**src/rtl/msad_pkg.sv**
```systemverilog
// Shared constants for the masked SAD accumulator.
// No dependencies; imported by every module of the block.
`default_nettype none

package msad_pkg;

    // Width of one pixel byte and of the packed input fields.
    localparam int BYTE_W    = 8;
    localparam int MAX_LANES = 8;
    localparam int FIELD_W   = BYTE_W * MAX_LANES;

    // Width of the running sum and of the emitted total.
    localparam int SUM_W     = 32;

    // Largest absolute difference of one byte lane.
    localparam int LANE_MAX  = 255;

    typedef logic [SUM_W-1:0] t_sum;

endpackage

`default_nettype wire

```
**src/rtl/msad_item_sad.sv**
```systemverilog
// Per-item SAD: optional masking, one absolute difference per byte lane and their sum.
// Depends on msad_pkg; purely combinational, used between the pipeline registers.
`default_nettype none

module msad_item_sad
    import msad_pkg::*;
#(
    parameter int BYTES_PER_ITEM = 8
) (
    input  wire logic [BYTES_PER_ITEM*BYTE_W-1:0]                i_search,
    input  wire logic [BYTES_PER_ITEM*BYTE_W-1:0]                i_template,
    input  wire logic [BYTES_PER_ITEM*BYTE_W-1:0]                i_mask,
    input  wire logic                                            i_mask_en,
    output logic      [$clog2(BYTES_PER_ITEM*LANE_MAX+1)-1:0]    o_item_sad
);

    localparam int ITEM_W = $clog2(BYTES_PER_ITEM * LANE_MAX + 1);

    logic [BYTE_W-1:0] lane_diff [BYTES_PER_ITEM];

    // One masked absolute difference per byte lane.
    for (genvar g = 0; g < BYTES_PER_ITEM; g++) begin : g_lane
        logic [BYTE_W-1:0] a;
        logic [BYTE_W-1:0] b;
        logic [BYTE_W-1:0] k;

        always_comb begin
            k = i_mask_en ? i_mask[g*BYTE_W +: BYTE_W] : {BYTE_W{1'b1}};
            a = i_search[g*BYTE_W +: BYTE_W] & k;
            b = i_template[g*BYTE_W +: BYTE_W] & k;
            lane_diff[g] = (a > b) ? (a - b) : (b - a);
        end
    end

    // Sum of the lane differences; one narrow addition per byte lane.
    always_comb begin
        o_item_sad = '0;
        for (int i = 0; i < BYTES_PER_ITEM; i++) begin
            o_item_sad = o_item_sad + ITEM_W'(lane_diff[i]);
        end
    end

endmodule

`default_nettype wire

```
**src/rtl/masked_sad_accumulator.sv**
```systemverilog
// Masked SAD accumulator: a last item passes the stage 1 register, and its total then
// loads the output register; one item per cycle while the input is not stalled.
// Stage 1 registers the item, stage 2 adds its SAD into the running sum and loads the
// output register on the last item. Input stall rises only when a last item waits
// behind an unconsumed total. Synchronous active-low reset empties the pipeline,
// clears the running sum and sets mask enable to 1.
`default_nettype none

module masked_sad_accumulator
    import msad_pkg::*;
#(
    parameter int BYTES_PER_ITEM = 8
) (
    input  wire logic               i_clk,
    input  wire logic               i_rst_n,
    // Configuration write port
    input  wire logic               i_cfg_wr_en,
    input  wire logic               i_cfg_wr_data,
    // Input channel
    input  wire logic               i_valid,
    output logic                    o_stall,
    input  wire logic [FIELD_W-1:0] i_search_bytes,
    input  wire logic [FIELD_W-1:0] i_template_bytes,
    input  wire logic [FIELD_W-1:0] i_mask_bytes,
    input  wire logic               i_last_item,
    // Output channel
    output logic                    o_valid,
    input  wire logic               i_stall,
    output logic [SUM_W-1:0]        o_sad_total
);

    localparam int LANE_BITS = BYTES_PER_ITEM * BYTE_W;
    localparam int ITEM_W    = $clog2(BYTES_PER_ITEM * LANE_MAX + 1);

    logic                 r_mask_en;
    logic                 r_s1_valid;
    logic [LANE_BITS-1:0] r_s1_search;
    logic [LANE_BITS-1:0] r_s1_template;
    logic [LANE_BITS-1:0] r_s1_mask;
    logic                 r_s1_last;
    t_sum                 r_sum;
    logic                 r_out_valid;
    t_sum                 r_out_total;

    logic [ITEM_W-1:0]    item_sad;
    t_sum                 n_sum;
    logic                 out_free;
    logic                 s1_advance;
    logic                 s1_load;

    // Configuration register.
    always_ff @(posedge i_clk) begin
        if (!i_rst_n) begin
            r_mask_en <= 1'b1;
        end else if (i_cfg_wr_en) begin
            r_mask_en <= i_cfg_wr_data;
        end
    end

    // Pipeline flow control.
    always_comb begin
        out_free   = !r_out_valid || !i_stall;
        s1_advance = r_s1_valid && (!r_s1_last || out_free);
        s1_load    = !r_s1_valid || s1_advance;
        o_stall    = !s1_load;
    end

    // Stage 1: input item register.
    always_ff @(posedge i_clk) begin
        if (!i_rst_n) begin
            r_s1_valid <= 1'b0;
        end else if (s1_load) begin
            r_s1_valid <= i_valid;
        end
    end

    always_ff @(posedge i_clk) begin
        if (s1_load && i_valid) begin
            r_s1_search   <= i_search_bytes[LANE_BITS-1:0];
            r_s1_template <= i_template_bytes[LANE_BITS-1:0];
            r_s1_mask     <= i_mask_bytes[LANE_BITS-1:0];
            r_s1_last     <= i_last_item;
        end
    end

    // Item SAD over the registered lanes.
    msad_item_sad #(
        .BYTES_PER_ITEM (BYTES_PER_ITEM)
    ) u_item_sad (
        .i_search   (r_s1_search),
        .i_template (r_s1_template),
        .i_mask     (r_s1_mask),
        .i_mask_en  (r_mask_en),
        .o_item_sad (item_sad)
    );

    assign n_sum = r_sum + SUM_W'(item_sad);

    // Stage 2: running sum, cleared after each last item.
    always_ff @(posedge i_clk) begin
        if (!i_rst_n) begin
            r_sum <= '0;
        end else if (s1_advance) begin
            r_sum <= r_s1_last ? '0 : n_sum;
        end
    end

    // Output register holds the total until it is taken.
    always_ff @(posedge i_clk) begin
        if (!i_rst_n) begin
            r_out_valid <= 1'b0;
        end else if (s1_advance && r_s1_last) begin
            r_out_valid <= 1'b1;
        end else if (!i_stall) begin
            r_out_valid <= 1'b0;
        end
    end

    always_ff @(posedge i_clk) begin
        if (s1_advance && r_s1_last) begin
            r_out_total <= n_sum;
        end
    end

    assign o_valid     = r_out_valid;
    assign o_sad_total = r_out_total;

endmodule

`default_nettype wire

```
**config.mk**
```make
export PLATFORM = sky130hd
export DESIGN_NAME = masked_sad_accumulator
export DESIGN_NICKNAME = d
export VERILOG_FILES = /design/src/rtl/msad_pkg.sv /design/src/rtl/msad_item_sad.sv /design/src/rtl/masked_sad_accumulator.sv
export SDC_FILE = /design/constraint.sdc
export NUM_CORES = 1
export LEC_CHECK = 0
export BUFFER_PORTS_ARGS = -buffer_cell sky130_fd_sc_hd__buf_2
export CAP_MARGIN = 0
export CORE_ASPECT_RATIO = 0.9
export CORE_MARGIN = 1.5
export CORE_UTILIZATION = 40
export CTS_BUF_LIST = sky130_fd_sc_hd__clkbuf_8
export DETAILED_ROUTE_END_ITERATION = 6
export GPL_TIMING_DRIVEN = 1
export PLACE_DENSITY = 0.61
export SETUP_SLACK_MARGIN = 0.1
export SYNTH_ARGS = -nofsm -noshare
export SYNTH_HDL_FRONTEND = slang
export SYNTH_HIERARCHICAL = 1
export SYNTH_SLANG_ARGS = --single-unit
```
**constraint.sdc**
```tcl
create_clock -name i_clk -period 12.96 [get_ports i_clk]
set_input_delay 2.592 -clock i_clk [delete_from_list [all_inputs] [get_ports i_clk]]
set_output_delay 2.592 -clock i_clk [all_outputs]
set_load 0.005 [all_outputs]
```
* Word-level counts from Yosys, hierarchy flattened
Index checks and enable logic that the tools add are counted.
** Cells by class
- $add $sub $neg :: 24
- Order comparisons :: 8
- Equal/unequal tests :: 1
- Muxes and demuxes :: 19
- Bitwise operators :: 16
- Reductions and logical operators :: 11
** Operator list (count)
- 8-bit bitwise AND :: 16
- 8-bit two-way mux :: 16
- 8-bit subtractor :: 16
- 11-bit by 8-bit adder with 11-bit output :: 6
- 8-bit > comparator :: 8
- 32-bit by 11-bit adder with 32-bit output :: 1
- 32-bit two-way mux :: 1
- 8-bit by 8-bit adder with 9-bit output :: 1
- 1-bit zero test :: 5
- 1-bit logical AND :: 3
- 1-bit logical OR :: 3
- 1-bit two-way mux :: 2
- 2-bit by 1-bit != test with 1-bit output, second input constant :: 1
** Word-level totals
- Register bits :: 260
- Word-level logic and storage cells :: 88

* Logic depth before layout (Yosys ltp)
Gate-level depths: netlist (run 1).
- Word-level depth :: 13
- Gate-level depth with buffers :: 35
- Gate-level depth less buffers :: 33

* Modules after synthesis
The synthesis (run 1) kept the hierarchy.
** By module, submodules not included
- masked_sad_accumulator :: instances 1, cells an instance 561, area an instance 9342.7 sq um
- msad_item_sad :: instances 1, cells an instance 1112, area an instance 8124.0 sq um

* Least setup slack after synthesis (run 1)
No wires, ideal clock.
- Kind :: input port to flip-flop
- From :: in i_stall
- To :: reg r_s1_last, enable pin
- Library setup time :: 0.773 ns
- Arrival :: 11.278 ns
- Data required time :: 12.187 ns
- Path slack :: 0.909 ns
- Stages :: 3
- Cell sequence :: nand2_1 nor2_1 nor2b_1
** On the way
- Cells in the longest elaborated chain, start to end :: 6
** RTL lines
- start: declaration :: RTL line masked_sad_accumulator.sv:28 : input wire logic i_stall,
- 1-bit zero test
- 1-bit logical OR :: RTL line masked_sad_accumulator.sv:62 : out_free = !r_out_valid || !i_stall;
- 1-bit logical OR :: RTL line masked_sad_accumulator.sv:63 : s1_advance = r_s1_valid && (!r_s1_last || out_free);
- 1-bit logical AND :: RTL line masked_sad_accumulator.sv:63
- 1-bit logical OR :: RTL line masked_sad_accumulator.sv:64 : s1_load = !r_s1_valid || s1_advance;
- 1-bit logical AND :: RTL line masked_sad_accumulator.sv:78 : if (s1_load && i_valid) begin
- end signal: assignment :: RTL line masked_sad_accumulator.sv:82 : r_s1_last <= i_last_item;
- end: declaration :: RTL line masked_sad_accumulator.sv:40 : logic r_s1_last;
No other way between the ends.
A chain may end at the register's enable or synchronous reset.

* Worst setup path in the final report (run 1)
- From :: reg r_mask_en
- To :: reg r_sum[19]
** On the way
- Cells in the longest elaborated chain, start to end :: 13
- Elaborated cells on any way between the ends :: 65
- Classes of those cells :: add/sub (24); order compare (8); mux (17); bitwise (16)
** RTL lines
- start: declaration :: RTL line masked_sad_accumulator.sv:35 : logic r_mask_en;
- start signal: assignment :: RTL line masked_sad_accumulator.sv:56 : r_mask_en <= i_cfg_wr_data;
- 8-bit two-way mux :: RTL line msad_item_sad.sv:28 : k = i_mask_en ? i_mask[g*BYTE_W +: BYTE_W] : {BYTE_W{1'b1}};
- 8-bit bitwise AND, on equally long branches :: RTL line msad_item_sad.sv:30, msad_item_sad.sv:29
- 8-bit subtractor / 8-bit > comparator (equally long branches) :: RTL line msad_item_sad.sv:31 : lane_diff[g] = (a > b) ? (a - b) : (b - a);
- 8-bit two-way mux :: RTL line msad_item_sad.sv:31
- 8-bit by 8-bit adder with 9-bit output :: RTL line msad_item_sad.sv:39 : o_item_sad = o_item_sad + ITEM_W'(lane_diff[i]);
- 11-bit by 8-bit adder with 11-bit output (5 in series) :: RTL line msad_item_sad.sv:39
- 11-bit by 8-bit adder with 11-bit output (*) :: RTL line msad_item_sad.sv:39
- via item_sad[10] :: RTL line masked_sad_accumulator.sv:45 : logic [ITEM_W-1:0] item_sad;
- 32-bit by 11-bit adder with 32-bit output (*) :: RTL line masked_sad_accumulator.sv:97 : assign n_sum = r_sum + SUM_W'(item_sad);
- 32-bit two-way mux (*) :: RTL line masked_sad_accumulator.sv:104 : r_sum <= r_s1_last ? '0 : n_sum;
- end signal: assignment :: RTL line masked_sad_accumulator.sv:104
- end: declaration :: RTL line masked_sad_accumulator.sv:41 : t_sum r_sum;
Mark *: on every way through the listed nets, which the timed path passes. The rest lies on a longest branch.

==> flow_metrics.tcl, run 1 <==
set metrics [dict create \
    die_w_um 223 \
    required_ns 13.47 \
    layout.nets 2305 \
    synth_top_family_by_area "adder cells" \
    rows 72 \
    hold_ws_ns 0.461 \
    cp.arrival_ns 9.64 \
    cts_sinks 260 \
    cts_tree "built" \
    yosysWarnings 6 \
    crit_path_frequent_cell "fa_1" \
    rsz0062_at_grt "false" \
    synthArstFlopShare 0 \
    core_sq_um 43100 \
    met2_usage 0.291 \
    relSlewSlack 0.310 \
    holdCritPathClass "flop to flop" \
    insertion_delay_ns 0.62 \
    ctsRootBufferMaster "clkbuf_8" \
    crit_path_end_kind "flop" \
    die-area_sq_um 44900 \
    synth_area_sq_um 17500 \
    max-cap-violations 0 \
    tns_ns 0 \
    synthFlopType "edfxtp_1" \
    syn2layout_area_growth_pct 14.4 \
    vias 12700 \
    grt_pass1_vias 12700 \
    criticalPathCategory "flop to flop" \
    cts_buffers 46 \
    track_usage 0.182 \
    final.min_clock_period_ns 9.14 \
    hpwl_um 31700 \
    finalWirelength_um 40900 \
    drive_above_1_share 0.184 \
    grt_pass1_wl_um 65400 \
    synthAdderAreaFrac 0.175 \
    yosysSeqAreaShare 0.427 \
    clk_path_buf_depth 3 \
    start_kind "flop" \
    grt.busiest_layer "met2" \
    syn_nets 2078 \
    synth_enable_flop_cells 225 \
    globalplace.congestion 0.846 \
    yosys.area.top_type "edfxtp_1" \
    path_clk_slew_ns 0.06 \
    synth_cells 1673 \
    max_stage_delay_ns 0.69 \
    cts_setup_buffers 0 \
    yosysUniqueCellTypes 74 \
    synth-xor-area-share 0.0346 \
    synth_seq_cells 260 \
    fin_crit_sh 0.705 \
    status "completed" \
    setup_viol 0 \
    drc 0 \
    initial_core_util 0.406 \
    post_cts_resized 0 \
    synth.avg_cell_area_sq_um 10.4 \
    ant_nets 0 \
    final_hold_viol_count 0 \
    wl_per_cell_um 16.4 \
    grt_util_met3 0.0331 \
    crit_fanout 40 \
    grt_antenna_before_repair 1 \
    synthTopCellsByCount "edfxtp_1 (225), inv_1 (192), nand2_1 (191)" \
    skew_ns 0.0379 \
    synthSimpleGateAreaFrac 0.147 \
    io_pins 233 \
    muxShareOfSynthArea 0.0277 \
    yosysTopAreaCellShare 0.387 \
    io_buffers 232 \
    slowest_stage "dfxtp_2" \
    met1_usage 0.251 \
    h-tree-depth 2 \
    max_freq_mhz 109 \
    slew_violations 0 \
    viasPerCell 5.13 \
    synth_area_leaders "edfxtp_1 (39%), ha_1 (10%), fa_1 (7.3%)" \
    firstDrtPassIters 5 \
    die_h_um 201 \
    drt_iter0_drc 720 \
    hold_buffers 0 \
    grt_max_degree 164 \
    tightest_slew_ns 1.03 \
    yosysMostFrequentCell "edfxtp_1" \
    synth_compound_area_frac 0.129 \
    gr-total-overflow 0 \
]
## worst max-delay path, delay by kind of cell (launching register included)
family | cells | cell delay (ns)
fa+ha+maj | 8 | 3.50
compound gates | 10 | 2.74
buf+inv | 5 | 0.85
flops | 1 | 0.69
simple gates | 5 | 0.62
xor+xnor | 1 | 0.33
mux | 1 | 0.26
## cells by family (layout without fill, tap and decap cells)
logic type	after synthesis	after routing
AOI/OAI and AO/OA	328	328
xor gates and xnor gates	69	69
adders and majority gates	206	206
buffers and inverters	256	514
DFF	260	260
muxes	47	47
other	0	1
and+or+nand+nor	507	507
## layer usage
metal / part of all wire / vias to the layer above / wire length, um
met1: 0.47 / 6024 / 19200
met5: 0 / - / 0
met2: 0.46 / 339 / 18700
met3: 0.051 / 66 / 2070
li1: - / 6319 / -
met4: 0.022 / 0 / 918
## sequential cells by signal, summed over array words and instances, names as in the netlist
register,cells
o_valid,1
r_s1_template,64
r_s1_mask,64
r_mask_en,1
r_s1_valid,1
r_s1_last,1
r_sum,32
r_s1_search,64
o_sad_total,32
## worst paths after layout
check | from | slack, ns | endpoint | cells after the start
max reg2reg | r_mask_en$_SDFFE_PN1P_ | 3.82 | r_sum[19]$_SDFFE_PN0P_ | 30
min reg2reg | r_sum[0]$_SDFFE_PN0P_ | 0.46 | r_sum[0]$_SDFFE_PN0P_ | 2
max | r_mask_en$_SDFFE_PN1P_ | 3.82 | r_sum[19]$_SDFFE_PN0P_ | 30
min | r_sum[0]$_SDFFE_PN0P_ | 0.46 | r_sum[0]$_SDFFE_PN0P_ | 2
## per-stage QoR
stage | instance area, sq um | std cells | setup slack, ns | utilization
final | 20000 | 2487 | 3.82 | 0.464
after CTS | 20000 | 2486 | 3.82 | 0.464
after floorplan | 17500 | 1673 | 0.909 | -
after detailed placement | 19100 | 2407 | 3.77 | 0.443
after global routing | 20000 | 2487 | 3.06 | 0.464
after global placement | 19100 | 2407 | 3.94 | 0.443
## final cells by class
cell class              count  area [sq um]
fillers                  4034         23100
multi-input cells        1157          8980
flip-flops and latches    260          7460
repair buffers            235          1200
inverters                 200           751
well taps                 555           694
clock buffers              48           661
clock inverters            31           231
diodes                      1          2.50
## cells in the final DEF (no fill, tap or decap), types with 29 or more instances in the layout
| cell | n |
|---|---|
| a21oi_1 | 109 |
| and2_1 | 31 |
| buf_2 | 232 |
| clkbuf_8 | 48 |
| dfxtp_1 | 34 |
| edfxtp_1 | 225 |
| fa_1 | 64 |
| ha_1 | 142 |
| inv_1 | 200 |
| mux2i_1 | 39 |
| nand2_1 | 191 |
| nand2b_1 | 69 |
| nor2_1 | 57 |
| nor3_1 | 29 |
| o21ai_0 | 41 |
| xnor2_1 | 37 |
| xor2_1 | 32 |
Power of run 1 is left out: the tool's default activity adds up to more than one toggle a clock period on the data nets, which glitch-free logic cannot reach.
==> run 2: changes to the inputs <==
- ABC_AREA: unset -> 1
- clock period: 12.96 -> 9.54 ns (I/O delays scaled with it)
==> run 2 against run 1 <==
  * Critical path depth increased by 7
  * Sequential cell count stayed put
  * Synthesized area rose by 4.7%
==> flow_metrics.tcl, run 2 <==
set metrics [dict create \
    initial_core_util 0.404 \
    cp.arrival_ns 8.41 \
    firstDrtPassIters 7 \
    criticalPathCategory "flop to flop" \
    grt_antenna_before_repair 0 \
    final_area_sq_um 21000 \
    synthTopCellsByCount "nand2_1 (581), inv_1 (406), edfxtp_1 (225)" \
    cts_sinks 260 \
    h-tree-depth 2 \
    path_clk_slew_ns 0.07 \
    synthArstFlopShare 0 \
    slew_violations 0 \
    multiInputGateArea_sq_um 8980 \
    yosysSeqAreaShare 0.408 \
    ctsRootBufferMaster "clkbuf_8" \
    io_buffers 232 \
    slowest_stage "fa_1" \
    crit_fanout 61 \
    synth_area_leaders "edfxtp_1 (37%), nand2_1 (12%), ha_1 (9.7%)" \
    antenna_cells 0 \
    largestRegisters "r_s1_mask (64), r_s1_search (64), r_s1_template (64)" \
    fin_crit_sh 0.845 \
    globalplace.congestion 0.874 \
    cts_setup_buffers 0 \
    final_common_cell "nand2_1" \
    drive_above_1_share 0.160 \
    die_h_um 206 \
    placed_cell_area_sq_um 20000 \
    drt_iter0_drc 800 \
    holdCritPathClass "flop to flop" \
    wl_met1_um 20200 \
    grt_pass1_vias 14400 \
    max-cap-violations 0 \
    fillCellCount 4409 \
    status "completed" \
    final.min_clock_period_ns 8.06 \
    yosysTopAreaCellShare 0.369 \
    hpwl_um 34200 \
    cts_buffers 45 \
    io_pins 233 \
    tns_ns 0 \
    grt_max_degree 177 \
    relSlewSlack 0.224 \
    synth_cells 2159 \
    required_ns 9.89 \
    crit_path_frequent_cell "nand2_1" \
    final_hold_viol_count 0 \
    finalWorstSetupSlack_ns 1.48 \
    layout.nets 2799 \
    yosysWarnings 6 \
    finalWirelength_um 43300 \
    mostFrequentLayoutCells "nand2_1 (581), inv_1 (415), buf_2 (232)" \
    synth_seq_cells 260 \
    gr-total-overflow 0 \
    core_sq_um 45300 \
    syn2layout_area_growth_pct 14.5 \
    start_kind "flop" \
    drc 0 \
    ant_nets 0 \
    synth.avg_cell_area_sq_um 8.47 \
    regArea_sq_um 7460 \
    setup_viol 0 \
    hold_buffers 0 \
    synth_enable_flop_cells 225 \
    crit_path_end_kind "flop" \
    die-area_sq_um 47000 \
    met2_length_um 19500 \
    rsz0062_at_grt "false" \
    viasPerCell 4.75 \
    dr.max_layer_used "met4" \
    syn_nets 2564 \
    grt_pass1_wl_um 71600 \
    yosysMostFrequentCell "nand2_1" \
    clk_path_buf_depth 3 \
    tightest_slew_ns 1.16 \
    yosysUniqueCellTypes 45 \
    dr_wl_met3_um 2320 \
    max_freq_mhz 124 \
    cts_tree "built" \
    synth_area_sq_um 18300 \
    die_w_um 228 \
    yosys.area.top_type "edfxtp_1" \
    rows 74 \
    wl_per_cell_um 14.3 \
    skew_ns 0.0167 \
    instances_no_fill 3036 \
    max_stage_delay_ns 0.55 \
    dp_cells 2955 \
    post_cts_resized 0 \
    insertion_delay_ns 0.61 \
    preCtsSetupSlack_ns 1.50 \
    synthFlopType "edfxtp_1" \
    track_usage 0.190 \
    vias 14400 \
]
-- run 2: cell types whose count changed in the layout (fill, tap and decap cells not counted), sizes merged, moves of 36 or more --
cell    before  now
nand3       29  167
mux2i       39    0
nand2      192  611
inv        209  425
a211oi      36    0
nand2b      69    0
o21ai       60  155
-- run 2: metal layers --
layer | vias up | GRT usage
met5 | - | 0
met4 | 0 | 0.0681
met3 | 72 | 0.0341
met2 | 359 | 0.314
met1 | 6636 | 0.251
li1 | 7359 | -
-- run 2: cell families after synthesis --
| family | count (synthesis) | share of synthesized area |
|---|---|---|
| and+or+nand+nor | 898 | 0.215 |
| buffers and inverters | 467 | 0.102 |
| AOI/OAI and AO/OA | 267 | 0.0776 |
| DFF | 260 | 0.408 |
| adders and majority gates | 206 | 0.167 |
| xor gates and xnor gates | 61 | 0.0300 |
-- run 2: path summary, 6_finish.rpt --
check                              start                   endpoint  slack [ns]  cells after the start
setup reg to reg  r_mask_en$_SDFFE_PN1P_  o_sad_total[12]$_DFFE_PP_        1.48                     37
hold / removal     r_sum[5]$_SDFFE_PN0P_      r_sum[5]$_SDFFE_PN0P_        0.47                      2
hold reg to reg    r_sum[5]$_SDFFE_PN0P_      r_sum[5]$_SDFFE_PN0P_        0.47                      2
setup / recovery  r_mask_en$_SDFFE_PN1P_  o_sad_total[12]$_DFFE_PP_        1.48                     37
-- run 2: final cells by class --
| class | count | share of cell area |
|---|---|---|
| clock buffer | 51 | 0.0335 |
| tap | 608 | 0.0363 |
| multi-input combinational | 1432 | 0.429 |
| sequential | 260 | 0.356 |
| inverter | 417 | 0.0750 |
| timing repair buffer | 238 | 0.0587 |
| clock inverter | 30 | 0.0121 |
-- run 2: stage by stage --
| step | util | hold WS [ns] |
|---|---|---|
| 3_3_place_gp | 0.442 | 0.457 |
| 4_1_cts | 0.463 | 0.473 |
| 3_5_place_dp | 0.442 | 0.464 |
| 2_1_floorplan | - | 0.441 |
| 5_1_grt | 0.463 | 0.500 |
| 6_report | 0.463 | 0.474 |
-- run 2: critical path, delay by kind of cell (launching register included) --
kind | cells | cell delay, ns
AO/OA/AOI/OAI | 3 | 0.43
adder cells (fa/ha/maj) | 9 | 3.66
buffers and inverters | 9 | 1.36
flip-flops | 1 | 0.33
AND/OR/NAND/NOR | 16 | 1.91
Power of run 2 is left out for the same reason.
==> run 3: changes to the inputs <==
- clock period: 9.54 -> 7.5 ns (I/O delays scaled with it)
==> run 3 against run 2 <==
  * First-iteration DRC count down 20%
  * Clock-buffer cell count up 1
  * Critical path type unchanged
  * Hold slack worse by 0.0019 ns
  * Sequential share of layout area down 0.97 points
  * Fmax up 15%
  * Via count up 1.1%
  * Global-route usage up 0.11 points
  * Cell area up 2.8%
  * Cell count up 1.5%
  * Critical path depth up 1
==> flow_metrics.tcl, run 3 (synthesis gave the netlist of run 2 again) <==
set metrics [dict create \
    status "completed" \
    insertion_delay_ns 0.59 \
    crit_end "r_sum[31]$_SDFFE_PN0P_" \
    cp.arrival_ns 7.52 \
    drive_above_1_share 0.198 \
    track_usage 0.191 \
    syn2layout_area_growth_pct 17.8 \
    cp.depth 38 \
    setup_viol 0 \
    criticalPathCategory "flop to flop" \
    globalplace.congestion 0.905 \
    r2r_end "r_sum[31]$_SDFFE_PN0P_" \
    die-area_sq_um 47000 \
    cts_buffers 44 \
    ff2ff_setup_slack_ns 0.50 \
    cts_sinks 260 \
    max_stage_delay_ns 0.55 \
    max-cap-violations 0 \
    ant_nets 0 \
    crit_path_end_kind "flop" \
    initial_core_util 0.404 \
    multiInputGateArea_sq_um 9270 \
    grt_max_degree 149 \
    final_common_cell "nand2_1" \
    wl_per_cell_um 14.5 \
    mostFrequentLayoutCells "nand2_1 (576), inv_1 (412), buf_2 (232)" \
    fillCellCount 4320 \
    skew_ns 0.0258 \
    critPathLaunch "r_mask_en$_SDFFE_PN1P_" \
    final_hold_viol_count 0 \
    slew_violations 0 \
    firstDrtPassIters 5 \
    ff2ff_path_depth 38 \
    fin_crit_sh 0.934 \
    start_kind "flop" \
    grt_pass1_vias 14600 \
    vias 14600 \
    h-tree-depth 2 \
    crit_fanout 30 \
    grt_pass1_wl_um 72200 \
    core_sq_um 45300 \
    tightest_slew_ns 0.951 \
    clk_path_buf_depth 3 \
    r2r_start "r_mask_en$_SDFFE_PN1P_" \
    die_w_um 228 \
    holdCritPathClass "flop to flop" \
    crit_path_frequent_cell "nand2_1" \
    path_delay_family "adder cells" \
    ctsRootBufferMaster "clkbuf_8" \
    io_pins 233 \
    drt_iter0_drc 640 \
    die_h_um 206 \
    slowest_stage "fa_1" \
    required_ns 8.02 \
    regArea_sq_um 7460 \
    crit_buf_inv 8 \
    max_freq_mhz 143 \
    viasPerCell 4.73 \
    io_buffers 232 \
    path_clk_slew_ns 0.06 \
    fin_util 0.476 \
    layout.nets 2848 \
    rows 74 \
    largestRegisters "r_s1_mask (64), r_s1_search (64), r_s1_template (64)" \
    rsz0062_at_grt "false" \
    relSlewSlack 0.366 \
    hpwl_um 34900 \
    final.min_clock_period_ns 7.00 \
    drc 0 \
    grt_antenna_before_repair 0 \
    gr-total-overflow 0 \
    cts_tree "built" \
    antenna_cells 0 \
    tns_ns 0 \
    finalWirelength_um 44800 \
]
## run 3: cell count changes in the layout (fill, tap and decap cells not counted), sizes merged
cell / previous run / this run
buf: 238 / 287
bufinv: 5 / 1
clkbuf: 51 / 53
clkinv: 16 / 17
clkinvlp: 1 / 0
inv: 425 / 423
## run 3: layout make-up
class,instances,share of cell area
Timing Repair Buffer,288,0.0760
Clock buffer,52,0.0332
Sequential cell,260,0.346
Tap cell,608,0.0353
Clock inverter,24,0.00587
Inverter,417,0.0731
Multi-Input combinational cell,1432,0.430
## run 3: metal layers
metal | GRT usage | up-vias | part of all wire
met1 | 0.250 | 6752 | 0.47
met2 | 0.330 | 329 | 0.47
met3 | 0.0313 | 42 | 0.048
li1 | - | 7457 | -
met5 | 0 | - | 0
met4 | 0.0468 | 0 | 0.016
## run 3: stage by stage
stage	setup slack, ns	instance area [sq um]	cells	hold WS, ns
6_report	0.499	21500	3081	0.473
5_1_grt	0.0936	21500	3081	0.504
3_3_place_gp	0.0483	20300	2999	0.456
3_5_place_dp	0.0187	20300	2999	0.462
4_1_cts	0.103	21200	3075	0.473
2_1_floorplan	0.360	18300	2159	0.441
## run 3: worst min-delay path by stage
stage,start,end,cells after the start
floorplan,r_mask_en$_SDFFE_PN1P_,r_mask_en$_SDFFE_PN1P_,2
global placement,r_sum[5]$_SDFFE_PN0P_,r_sum[5]$_SDFFE_PN0P_,2
detailed placement,r_sum[3]$_SDFFE_PN0P_,r_sum[3]$_SDFFE_PN0P_,2
CTS,r_sum[3]$_SDFFE_PN0P_,r_sum[3]$_SDFFE_PN0P_,2
global route,r_sum[7]$_SDFFE_PN0P_,r_sum[7]$_SDFFE_PN0P_,2
finish,r_sum[3]$_SDFFE_PN0P_,r_sum[3]$_SDFFE_PN0P_,2
## run 3: tightest hold or removal path: cells and delay by family, from the launching register on
family             cells  cell delay [ns]
AOI/OAI and AO/OA      1             0.05
DFF                    1             0.31
and+or+nand+nor        1             0.06
## run 3: what timing repair did
item,4_1_cts,5_1_grt
cloned,0,1
pin swaps,0,22
hold buffers,0,0
gates resized for setup,10,97
buffers inserted,0,5
setup endpoints to repair,19,50
Power of run 3 is left out for the same reason.
